[config.mk]
export PLATFORM = sky130hd
export DESIGN_NAME = aging_life_cache_policy_unit
export DESIGN_NICKNAME = d
export VERILOG_FILES = /design/src/rtl/alcp_pkg.sv /design/src/rtl/alcp_ram.sv /design/src/rtl/alcp_ctrl.sv /design/src/rtl/alcp_datapath.sv /design/src/rtl/aging_life_cache_policy_unit.sv
export SDC_FILE = /design/constraint.sdc
export NUM_CORES = 2
export LEC_CHECK = 0
export BUFFER_PORTS_ARGS = -buffer_cell sky130_fd_sc_hd__buf_2
export CAP_MARGIN = 20
export CORE_MARGIN = 8
export CORE_UTILIZATION = 45
export CTS_CLUSTER_DIAMETER = 150
export DETAILED_ROUTE_END_ITERATION = 7
export GPL_TIMING_DRIVEN = 0
export PLACE_DENSITY = 0.67
export SETUP_SLACK_MARGIN = 0.2
export SLEW_MARGIN = 20
export SYNTH_ARGS = -nofsm -noshare
export SYNTH_HDL_FRONTEND = slang
export SYNTH_SLANG_ARGS = --single-unit
[constraint.sdc]
create_clock -name clk -period 20.6 [get_ports clk]
set_input_delay 3.09 -clock clk [delete_from_list [all_inputs] [get_ports clk]]
set_output_delay 3.09 -clock clk [all_outputs]
set_load 0.01 [all_outputs]
[src/rtl/alcp_pkg.sv]
// shared types, codes and constants of the aging life cache policy unit
package alcp_pkg;

  localparam int unsigned ENTRIES_DEF   = 16;
  localparam int unsigned KEY_WIDTH_DEF = 32;

  localparam logic signed [31:0] LIFE_LIMIT = 32'sd1000;
  localparam logic signed [31:0] LIFE_MIN   = 32'sh8000_0000;
  localparam logic signed [31:0] AGE_FLOOR  = 32'sh8000_0001;
  localparam logic [4:0]         CFG_RESET  = 5'd16;

  typedef enum logic [1:0] {
    MODE_OPEN    = 2'd0,
    MODE_INV_ONE = 2'd1,
    MODE_INV_ALL = 2'd2,
    MODE_UNUSED  = 2'd3
  } mode_t;

  typedef enum logic [2:0] {
    ST_HIT      = 3'd0,
    ST_FILLED   = 3'd1,
    ST_FAILED   = 3'd2,
    ST_DISABLED = 3'd3,
    ST_INV_DONE = 3'd4
  } status_t;

  typedef enum logic [2:0] {
    S_IDLE,
    S_START,
    S_READ,
    S_UPDATE,
    S_FILL,
    S_PUSH
  } state_t;

  typedef struct packed {
    logic capture;
    logic read;
    logic update;
    logic fill;
    logic push;
  } cmd_t;

  typedef struct packed {
    logic skip_scan;
    logic last;
    logic need_fill;
    logic out_busy;
  } stat_t;

endpackage

[src/rtl/alcp_ram.sv]
// generic single write port ram with registered read
module alcp_ram #(
  parameter int unsigned WIDTH = 8,
  parameter int unsigned DEPTH = 16
) (
  input  logic                                  clk,
  input  logic                                  we,
  input  logic [(DEPTH > 1 ? $clog2(DEPTH) : 1)-1:0] waddr,
  input  logic [WIDTH-1:0]                      wdata,
  input  logic [(DEPTH > 1 ? $clog2(DEPTH) : 1)-1:0] raddr,
  output logic [WIDTH-1:0]                      rdata
);
  logic [WIDTH-1:0] mem [DEPTH];

  always_ff @(posedge clk) begin
    if (we) begin
      mem[waddr] <= wdata;
    end
    rdata <= mem[raddr];
  end
endmodule

[src/rtl/alcp_ctrl.sv]
// sequencer of the cache policy: accept, scan, fill and deliver
module alcp_ctrl (
  input  logic           clk,
  input  logic           rst,
  input  logic           in_valid,
  output logic           in_ready,
  input  alcp_pkg::stat_t stat,
  output alcp_pkg::cmd_t  cmd
);
  import alcp_pkg::*;

  state_t state, state_next;

  always_ff @(posedge clk) begin
    if (rst) begin
      state <= S_IDLE;
    end else begin
      state <= state_next;
    end
  end

  always_comb begin
    state_next = state;
    case (state)
      S_IDLE:   if (in_valid) state_next = S_START;
      S_START:  state_next = stat.skip_scan ? S_PUSH : S_READ;
      S_READ:   state_next = S_UPDATE;
      S_UPDATE: begin
        if (stat.last) begin
          state_next = stat.need_fill ? S_FILL : S_PUSH;
        end else begin
          state_next = S_READ;
        end
      end
      S_FILL:   state_next = S_PUSH;
      S_PUSH:   if (!stat.out_busy) state_next = S_IDLE;
      default:  state_next = S_IDLE;
    endcase
  end

  always_comb begin
    cmd      = '0;
    in_ready = 1'b0;
    case (state)
      S_IDLE: begin
        in_ready    = 1'b1;
        cmd.capture = in_valid;
      end
      S_READ:   cmd.read = 1'b1;
      S_UPDATE: cmd.update = 1'b1;
      S_FILL:   cmd.fill = 1'b1;
      S_PUSH:   cmd.push = !stat.out_busy;
      default: begin
        cmd = '0;
      end
    endcase
  end
endmodule

[src/rtl/alcp_datapath.sv]
// entry table, scan arithmetic and result register
module alcp_datapath #(
  parameter int unsigned ENTRIES   = alcp_pkg::ENTRIES_DEF,
  parameter int unsigned KEY_WIDTH = alcp_pkg::KEY_WIDTH_DEF
) (
  input  logic            clk,
  input  logic            rst,
  input  logic            cfg_write,
  input  logic [4:0]      cfg_data,
  input  logic [1:0]      mode,
  input  logic [31:0]     src_key,
  input  logic [31:0]     style_key,
  input  logic            src_is_file,
  input  logic            open_ok,
  input  logic [31:0]     open_time,
  input  alcp_pkg::cmd_t  cmd,
  output alcp_pkg::stat_t stat,
  output logic            out_valid,
  input  logic            out_ready,
  output logic [2:0]      status,
  output logic [3:0]      entry_index,
  output logic            needs_close,
  output logic [4:0]      cleared_count
);
  import alcp_pkg::*;

  localparam int unsigned IW = ENTRIES > 1 ? $clog2(ENTRIES) : 1;
  localparam int unsigned CW = $clog2(ENTRIES + 1);
  localparam int unsigned RW = 2 + 2 * KEY_WIDTH + 64;

  typedef struct packed {
    logic                 valid;
    logic                 is_file;
    logic [KEY_WIDTH-1:0] src;
    logic [KEY_WIDTH-1:0] style;
    logic signed [31:0]   life;
    logic [31:0]          cost;
  } rec_t;

  logic [4:0]           cfg_reg;
  logic [CW-1:0]        n_act;
  logic [ENTRIES-1:0]   written;
  mode_t                m_mode;
  logic [KEY_WIDTH-1:0] m_src, m_style;
  logic                 m_file, m_ok;
  logic [31:0]          m_time;
  logic [IW-1:0]        idx;
  logic                 hit_found;
  logic [IW-1:0]        hit_idx;
  logic signed [31:0]   min_life;
  logic [IW-1:0]        min_idx;
  logic                 min_valid;
  logic [CW-1:0]        cnt;

  logic [KEY_WIDTH+31:0] src_ext, style_ext;
  logic [RW-1:0]         ram_rdata, ram_wdata;
  logic [IW-1:0]         ram_waddr;
  logic                  ram_we;
  rec_t                  cur, upd_rec, fill_rec;
  logic signed [31:0]    aged;
  logic signed [33:0]    gain_sum;
  logic signed [31:0]    capped;
  logic                  match, take, kill;
  logic [IW+3:0]         hit_ext, min_ext;

  assign src_ext   = {{KEY_WIDTH{1'b0}}, src_key};
  assign style_ext = {{KEY_WIDTH{1'b0}}, style_key};

  // register value above the table size acts as the table size
  always_comb begin
    if (32'(cfg_reg) > ENTRIES) begin
      n_act = CW'(ENTRIES);
    end else begin
      n_act = CW'(cfg_reg);
    end
  end

  alcp_ram #(.WIDTH(RW), .DEPTH(ENTRIES)) u_ram (
    .clk   (clk),
    .we    (ram_we),
    .waddr (ram_waddr),
    .wdata (ram_wdata),
    .raddr (idx),
    .rdata (ram_rdata)
  );

  // never written entries read as all zero
  assign cur = written[idx] ? rec_t'(ram_rdata) : '0;

  assign aged     = (cur.life > AGE_FLOOR) ? cur.life - 32'sd1 : cur.life;
  assign gain_sum = 34'(aged) + $signed({2'b00, cur.cost});
  assign capped   = (gain_sum > 34'(LIFE_LIMIT)) ? LIFE_LIMIT : gain_sum[31:0];
  assign match    = cur.valid && (cur.src == m_src) && (cur.is_file || cur.style == m_style);
  assign take     = match && !hit_found;
  assign kill     = (m_mode == MODE_INV_ALL) || (cur.valid && cur.src == m_src);

  always_comb begin
    upd_rec = cur;
    if (m_mode == MODE_OPEN) begin
      upd_rec.life = take ? capped : aged;
    end else if (kill) begin
      upd_rec = '0;
    end
  end

  always_comb begin
    fill_rec = '0;
    if (m_ok) begin
      fill_rec.valid   = 1'b1;
      fill_rec.is_file = m_file;
      fill_rec.src     = m_src;
      fill_rec.style   = m_style;
      fill_rec.cost    = (m_time == 32'd0) ? 32'd1 : m_time;
    end else begin
      fill_rec.life = LIFE_MIN;
    end
  end

  assign ram_we    = cmd.update || cmd.fill;
  assign ram_waddr = cmd.fill ? min_idx : idx;
  assign ram_wdata = cmd.fill ? RW'(fill_rec) : RW'(upd_rec);

  always_comb begin
    stat.skip_scan = (m_mode == MODE_UNUSED) || (n_act == '0);
    stat.last      = (CW'(idx) + CW'(1)) == n_act;
    stat.need_fill = (m_mode == MODE_OPEN) && !hit_found && !take;
    stat.out_busy  = out_valid && !out_ready;
  end

  always_ff @(posedge clk) begin
    if (rst) begin
      cfg_reg <= CFG_RESET;
      written <= '0;
    end else begin
      if (cfg_write) begin
        cfg_reg <= cfg_data;
        written <= '0;
      end else if (ram_we) begin
        written[ram_waddr] <= 1'b1;
      end
    end
  end

  // scan state
  always_ff @(posedge clk) begin
    if (cmd.capture) begin
      m_mode    <= mode_t'(mode);
      m_src     <= src_ext[KEY_WIDTH-1:0];
      m_style   <= style_ext[KEY_WIDTH-1:0];
      m_file    <= src_is_file;
      m_ok      <= open_ok;
      m_time    <= open_time;
      idx       <= '0;
      hit_found <= 1'b0;
      hit_idx   <= '0;
      cnt       <= '0;
      min_life  <= '0;
      min_idx   <= '0;
      min_valid <= 1'b0;
    end else if (cmd.update) begin
      idx <= idx + IW'(1);
      if (m_mode == MODE_OPEN) begin
        if (take) begin
          hit_found <= 1'b1;
          hit_idx   <= idx;
        end
        if (idx == '0 || aged < min_life) begin
          min_life  <= aged;
          min_idx   <= idx;
          min_valid <= cur.valid;
        end
      end else if (kill && cur.valid) begin
        cnt <= cnt + CW'(1);
      end
    end
  end

  assign hit_ext = {4'd0, hit_idx};
  assign min_ext = {4'd0, min_idx};

  // result register
  always_ff @(posedge clk) begin
    if (rst) begin
      out_valid <= 1'b0;
    end else if (cmd.push) begin
      out_valid <= 1'b1;
    end else if (out_ready) begin
      out_valid <= 1'b0;
    end
  end

  always_ff @(posedge clk) begin
    if (cmd.push) begin
      entry_index   <= '0;
      needs_close   <= 1'b0;
      cleared_count <= '0;
      if (m_mode == MODE_UNUSED) begin
        status <= ST_INV_DONE;
      end else if (m_mode != MODE_OPEN) begin
        status        <= ST_INV_DONE;
        cleared_count <= 5'({{5{1'b0}}, cnt});
      end else if (n_act == '0) begin
        status <= ST_DISABLED;
      end else if (hit_found) begin
        status      <= ST_HIT;
        entry_index <= hit_ext[3:0];
      end else begin
        status      <= m_ok ? ST_FILLED : ST_FAILED;
        entry_index <= min_ext[3:0];
        needs_close <= min_valid;
      end
    end
  end
endmodule

[src/rtl/aging_life_cache_policy_unit.sv]
// top level of the aging life cache policy unit
// usage:
//   requests arrive on the in channel (in_valid / in_ready): an open request
//   carrying the keys and the open outcome, or an invalidate of one source or
//   of all entries. each item gives exactly one result on the out channel
//   (out_valid / out_ready) with status, entry index, close flag and count.
//   the entry table lives in one ram, so an item walks the active entries
//   one at a time: a read state and an update state per entry.
//   sequence: a start state, then the scan, then a fill state to refill a miss
//   victim, then the push; unused mode or a disabled cache skips the scan. one
//   item is in flight at a time; the next item is taken once the result has
//   been pushed to the output register.
//   cfg_write loads entries_in_use and wipes the table; write it only while
//   the unit is idle.
//   reset: entries_in_use returns to 16, the table reads as empty and the
//   result register is empty.
//   stall: a result waits in the output register until taken; a new item may
//   be accepted meanwhile, and its result holds in the sequencer until the
//   output register frees up.
module aging_life_cache_policy_unit #(
  parameter int unsigned ENTRIES   = alcp_pkg::ENTRIES_DEF,
  parameter int unsigned KEY_WIDTH = alcp_pkg::KEY_WIDTH_DEF
) (
  input  logic        clk,
  input  logic        rst,
  input  logic        cfg_write,
  input  logic [4:0]  cfg_data,
  input  logic        in_valid,
  output logic        in_ready,
  input  logic [1:0]  mode,
  input  logic [31:0] src_key,
  input  logic [31:0] style_key,
  input  logic        src_is_file,
  input  logic        open_ok,
  input  logic [31:0] open_time,
  output logic        out_valid,
  input  logic        out_ready,
  output logic [2:0]  status,
  output logic [3:0]  entry_index,
  output logic        needs_close,
  output logic [4:0]  cleared_count
);
  import alcp_pkg::*;

  cmd_t  cmd;
  stat_t stat;

  // sequencer
  alcp_ctrl u_ctrl (
    .clk      (clk),
    .rst      (rst),
    .in_valid (in_valid),
    .in_ready (in_ready),
    .stat     (stat),
    .cmd      (cmd)
  );

  // table, aging and victim search
  alcp_datapath #(.ENTRIES(ENTRIES), .KEY_WIDTH(KEY_WIDTH)) u_dp (
    .clk           (clk),
    .rst           (rst),
    .cfg_write     (cfg_write),
    .cfg_data      (cfg_data),
    .mode          (mode),
    .src_key       (src_key),
    .style_key     (style_key),
    .src_is_file   (src_is_file),
    .open_ok       (open_ok),
    .open_time     (open_time),
    .cmd           (cmd),
    .stat          (stat),
    .out_valid     (out_valid),
    .out_ready     (out_ready),
    .status        (status),
    .entry_index   (entry_index),
    .needs_close   (needs_close),
    .cleared_count (cleared_count)
  );
endmodule

After elaboration in Yosys (flattened, before gate mapping)
Memory sizes are Yosys's and may differ from the RTL's. A register that Yosys moved wholly into a read port is not among the register bits.
Index checks and enable logic that the tools add are counted.
W data, S select, Z words.
{"block": "op_classes", "addsub": 5, "multipliers": 0, "n_div": 0, "magnitude_cmp": 7, "eq_ne": 12, "n_shift": 0, "mux": 38, "bitwise_logic": 3, "reduce_logical": 33}
{"cell": "$mux W130", "count": 3}
{"cell": "$mux W32", "count": 8}
{"cell": "$mux W66", "count": 2}
{"cell": "$eq A32 B32 Y1", "count": 2}
{"cell": "$add A32 B33 Y34", "count": 1}
{"cell": "$gt A34 B11 Y1 const B", "count": 1}
{"cell": "$gt A32 B32 Y1 const B", "count": 1}
{"cell": "$logic_not A32 Y1", "count": 1}
{"cell": "$lt A32 B32 Y1", "count": 1}
{"cell": "$sub A32 B2 Y32 const B", "count": 1}
{"cell": "$mux W3", "count": 6}
{"cell": "$pmux W3 S6", "count": 1}
{"cell": "$or A16 B16 Y16", "count": 1}
{"cell": "$mux W1", "count": 12}
{"cell": "$lt A4 B5 Y1 const B", "count": 2}
{"cell": "$reduce_and A3 Y1", "count": 3}
{"cell": "$logic_and A1 B1 Y1", "count": 8}
{"cell": "$mux W4", "count": 2}
{"cell": "$eq A3 B2 Y1 const B", "count": 2}
{"cell": "$eq A3 B3 Y1 const B", "count": 2}
{"cell": "$reduce_or A2 Y1", "count": 3}
{"cell": "$add A4 B1 Y5 const B", "count": 1}
{"cell": "$add A5 B1 Y5 const B", "count": 1}
{"cell": "$eq A5 B5 Y1", "count": 1}
{"cell": "other kinds (21)", "count": 32}
{"block": "word_totals", "regBits": 189, "latch_bits": 0, "ram_bits": 2080, "mem_bits_ro": 0, "in_bits": 110, "elab_cells": 120, "memories": 1}
{"name": "u_dp.u_ram.mem", "words": 16, "width": 130, "read_ports": 1, "rd_ports_with_merged_regs": 1, "write_ports": 1, "line": "alcp_ram.sv:13", "source": "logic [WIDTH-1:0] mem [DEPTH];"}

Depth between registers and ports, before layout
{"block": "depth", "ltp_word": 12, "depth_mapped": 42, "ltp_nobuf": 30}

Cells and area by module
A second synthesis with hierarchy kept.
{"block": "unflattened", "hier_cells": 5073, "hier_area_um2": 95127.5}
{"mod": "alcp_ram", "n_inst": 1, "cells_each": 3411, "area_each_um2": 80722.4, "seq_area_each_um2": 65062.4}
{"mod": "alcp_datapath", "n_inst": 1, "cells_each": 1634, "area_each_um2": 14194.9, "seq_area_each_um2": 4854.7}
{"mod": "alcp_ctrl", "n_inst": 1, "cells_each": 28, "area_each_um2": 210.2, "seq_area_each_um2": 60.1}

Worst setup path before layout
OpenSTA, ideal clock, no wires.
{"block": "synth_timing", "kind": "register -> register", "from": "reg u_dp.idx[2]", "to": "mem u_dp.u_ram.mem[0][54] in the netlist's numbering, data pin", "setup_time_ns": 0.302, "t_arrival_ns": 8.123, "slack_ns": 12.175, "stages_incl_launch_ff": 42, "path_cell_list": "dfxtp_1 -> clkbuf_1 -> buf_2 -> mux2i_1 -> a21oi_1 -> a32o_1 -> buf_2 -> buf_2 -> buf_2 -> buf_2 -> clkbuf_1 -> clkbuf_1 -> buf_1 -> clkbuf_1 -> nand2_1 -> ha_1 -> nor2_1 -> nor2_1 -> [... 6 more ...] -> ha_1 -> clkbuf_1 -> a21o_1 -> a21o_1 -> and2_1 -> o21a_1 -> o21ai_0 -> nand2b_1 -> a21oi_1 -> o41ai_4 -> xor2_1 -> nand4_1 -> nor4_2 -> o2111ai_1 -> and3_1 -> buf_6 -> buf_2 -> a31oi_1"}
{"block": "synth_via", "elab_chain_cells": 11, "word_cells_on_any_way": 20}
{"element": "start: declaration", "line": "alcp_datapath.sv:47", "source": "logic [IW-1:0] idx;"}
{"element": "start signal: assignment", "line": "alcp_datapath.sv:161", "source": "idx <= idx + IW'(1);"}
{"element": "$bmux W1 S4 *", "line": "alcp_datapath.sv:88", "source": "assign cur = written[idx] ? rec_t'(ram_rdata) : '0;"}
{"element": "$mux W1 (not written as such) *", "line": "alcp_datapath.sv:88"}
{"element": "$mux W130 *", "line": "alcp_datapath.sv:88"}
{"element": "$sub A32 B2 Y32 / $gt A32 B32 Y1 (equally long branches)", "line": "alcp_datapath.sv:90", "source": "assign aged = (cur.life > AGE_FLOOR) ? cur.life - 32'sd1 : cur.life;"}
{"element": "$mux W32 *", "line": "alcp_datapath.sv:90"}
{"element": "via u_dp.aged[25]", "line": "alcp_datapath.sv:60", "source": "logic signed [31:0] aged;"}
{"element": "$add A32 B33 Y34 *", "line": "alcp_datapath.sv:91", "source": "assign gain_sum = 34'(aged) + $signed({2'b00, cur.cost});"}
{"element": "$gt A34 B11 Y1 *", "line": "alcp_datapath.sv:92", "source": "assign capped = (gain_sum > 34'(LIFE_LIMIT)) ? LIFE_LIMIT : gain_sum[31:0];"}
{"element": "$mux W32 *", "line": "alcp_datapath.sv:92"}
{"element": "$mux W32 *", "line": "alcp_datapath.sv:100", "source": "upd_rec.life = take ? capped : aged;"}
{"element": "$mux W32 *", "line": "alcp_datapath.sv:99", "source": "if (m_mode == MODE_OPEN) begin"}
{"element": "$mux W130 *", "line": "alcp_datapath.sv:121", "source": "assign ram_wdata = cmd.fill ? RW'(fill_rec) : RW'(upd_rec);"}
{"element": "via u_dp.ram_wdata[54]", "line": "alcp_datapath.sv:56", "source": "logic [RW-1:0] ram_rdata, ram_wdata;"}
{"element": "end: declaration", "line": "alcp_ram.sv:13"}
Mark *: on every way through the listed nets, which the timed path passes. The rest lies on a longest branch. The select of a mux whose other input is x is not followed.

Worst setup path in the final report
{"block": "layout_timing", "from": "reg u_dp.idx[2]", "to": "mem u_dp.u_ram.mem[4][33] in the netlist's numbering, data pin"}
The elaborated chain is that of the path after synthesis.

==> results.sh <==
export IMPL_cts_root_buf="clkbuf_16"
export IMPL_peakVddDrop_v=0.000110
export IMPL_grt_use_total_pct=23.5
export IMPL_ios=125
export IMPL_critPathLaunchType="register"
export IMPL_fmax_ghz=0.0719
export IMPL_leakagePower_nw=35.4
export IMPL_hp_class="reg2reg"
export IMPL_fin_cells=8275
export IMPL_routed_via_density=6.25
export IMPL_syn_to_final_growth_pct=17.0
export IMPL_maxCapViolCount=0
export IMPL_synth_top_area_share_pct=69.5
export IMPL_grt_antenna_before_repair=9
export IMPL_hold_violations=0
export IMPL_synth_distinct_cells=89
export IMPL_outcome="complete, no violations"
export IMPL_die_x_um=475
export IMPL_cts_tree="built"
export IMPL_rsz0062_at_grt="false"
export IMPL_crit_top_cell="buf_2"
export IMPL_setup_worst_path_end_class="register"
export IMPL_finalWeightedCongestion=0.975
export IMPL_fin_crit_sh_pct=67.5
export IMPL_synth_edff_count=2193
export IMPL_yosysTopAreaCell="edfxtp_1"
export IMPL_fin_nets=5436
export IMPL_syn_area_um2=94800
export IMPL_placed_area_um2=103000
export IMPL_post_cts_setup_buffers=0
export IMPL_drtIter0Drc=7424
export IMPL_slowest_delay_ns=0.82
export IMPL_dp_hpwl_um=181000
export IMPL_syn_num_nets=4906
export IMPL_route_detailed_drc=0
export IMPL_clkTransAtPathRegs_ns=0.06
export IMPL_grt_overflow=0
export IMPL_htreeDepth=4
export IMPL_finalMaxSlewViolations=0
export IMPL_core_area_um2=210000
export IMPL_worstPathRequired_ns=21.07
export IMPL_dp_cells=7841
export IMPL_reg_top3="u_dp.u_ram.mem (2080), u_dp.u_ram.rdata (130)"
export IMPL_ys_seq_area_share_pct=73.8
export IMPL_grt_pass1_vias=51419
export IMPL_die_h_um=475
export IMPL_slew_headroom_pct=19.5
export IMPL_numPortBuffers=122
export IMPL_cts_sinks=2399
export IMPL_crit_fanout=16
export IMPL_ys_ff_latch=2399
export IMPL_std_cell_rows=168
export IMPL_dr_pass1_iters=8
export IMPL_final_common_cell="edfxtp_1"
export IMPL_synthCells=4733
export IMPL_ys_flop_type="edfxtp_1"
export IMPL_min_period_ns=13.91
export IMPL_netlist_top_cells_area="edfxtp_1 69%, mux4_2 15%, dfxtp_1 4.4%"
export IMPL_yosysWarningCount=0
export IMPL_grt_max_degree=44
export IMPL_wire_per_inst_um=32.7
export IMPL_largest_reg_flops=2080
export IMPL_die_area_um2=226000
export IMPL_start_util_pct=45.2
export IMPL_grt_pass1_wl_um=379000
export IMPL_post_cts_resized=0
export IMPL_finalSetupTns_ns=0
export IMPL_regMostFlops="u_dp.u_ram.mem"
export IMPL_hold_buffers=0
export IMPL_drt_wl_total_um=270000
export IMPL_final_layout_size_suffix_gt1_share_pct=26.9
export IMPL_async_flop_share_pct=0
export IMPL_clk_latency_ns=0.88
export IMPL_vias=51747
export IMPL_crit_slowest_cell="a21oi_2"
export IMPL_avgSynthCellArea_um2=20.0
export IMPL_ant_nets=0
export IMPL_critPathArrivalTime_ns=14.38
export IMPL_criticalPathCategory="reg2reg"
export IMPL_stdcell_area_um2=111000
export IMPL_final_cell_mix="2,193 x edfxtp_1, 652 x mux4_2, 226 x clkbuf_16, 206 x dfxtp_1, 202 x clkbuf_1"
export IMPL_cts_buffers=221
export IMPL_power_density_nw_per_um2=111
export IMPL_tightest_slew_ns=1.21
export IMPL_clockBufferDepth=3
export IMPL_setup_viol_count_final=0
export IMPL_skew_ns=0.0726
==> logic make-up (layout without fill, tap and decap cells) <==
| group | count (synthesis) | after routing | share of synthesized area (%) |
|---|---|---|---|
| and+or+nand+nor | 603 | 603 | 3.18 |
| other | 0 | 9 | 0 |
| adders and majority gates | 65 | 65 | 0.853 |
| buffers and inverters | 330 | 1058 | 1.35 |
| xor gates and xnor gates | 82 | 82 | 0.758 |
| AOI/OAI and AO/OA | 581 | 581 | 4.31 |
| muxes | 673 | 673 | 15.7 |
| DFF | 2399 | 2399 | 73.8 |
==> Yosys cell counts, types with 12 or more instances <==
cell type  number
nand4_1        33
a21boi_0       12
nor3_1         47
o21ai_0        92
nand3_1        51
nor4_1         23
xor2_1         26
buf_1          41
a22o_1         96
a31oi_1        45
mux4_2        652
buf_2          14
nor2_1        158
clkbuf_1      196
nand2b_1       19
mux2i_1        20
o21a_1         25
or3_1          13
and2_1         39
nand2_1       147
inv_1          75
edfxtp_1     2193
xnor2_1        56
a211o_1        13
o32ai_1        18
a21oi_1       128
a21o_1         25
ha_1           63
nor2b_1        23
dfxtp_1       206
==> metal layers <==
metal | global-route usage, % | vias to the layer above | routed length, um | part of all wire, %
met5 | 0 | - | 0 | 0
met4 | 9.09 | 0 | 11500 | 4.3
met3 | 4.55 | 511 | 24200 | 9.0
met2 | 37.6 | 2930 | 128000 | 47
met1 | 32.2 | 27499 | 106000 | 39
li1 | - | 20807 | - | -
==> where the power goes <==
group          switching [W]  internal, W  leakage, nW
Combinational        0.00153     0.000837         9.83
Sequential          0.000138      0.00566         21.9
Clock                0.00181      0.00232         3.59
==> worst max-delay path, delay by kind of cell (launching register included) <==
| kind | cells | cell delay [ns] |
|---|---|---|
| compound gates | 14 | 4.25 |
| xor+xnor | 1 | 0.49 |
| fa+ha+maj | 2 | 0.63 |
| buf+inv | 13 | 5.31 |
| flops | 1 | 0.30 |
| mux | 1 | 0.13 |
| simple gates | 11 | 2.30 |
==> stage by stage <==
step / total power, W / hold WS, ns / util [%] / worst slack (ns)
finish: 0.0123 / 0.464 / 52.9 / 6.69
floorplan: 0.00729 / 0.435 / - / 12.18
CTS: 0.0123 / 0.468 / 52.8 / 6.81
global placement: 0.00813 / 0.441 / 47.2 / 1.80
global route: 0.0127 / 0.474 / 52.9 / 6.14
detailed placement: 0.00820 / 0.454 / 49.3 / 6.89
==> area by class of cell <==
class                   instances  area, um^2
multi-input cells            2004       23800
flip-flops and latches       2399       70000
inverters                      76         285
plain buffers                 254        1090
repair buffers                307        4770
clock buffers                 307        6180
well taps                    2805        3510
diodes                          9        22.5
fillers                     16030       98700
clock inverters               114        1190
==> path summary, 6_finish.rpt <==
path	start	end	slack, ns	cells past startpoint
worst max register to register	u_dp.idx[2]	u_dp.u_ram.mem[4][33]	6.69	42
worst max-delay path	u_dp.idx[2]	u_dp.u_ram.mem[4][33]	6.69	42
worst min-delay path	u_dp.written[0]	u_dp.written[0]	0.46	1
worst min register to register	u_dp.written[0]	u_dp.written[0]	0.46	1
Power figures use the tool's default switching activity.
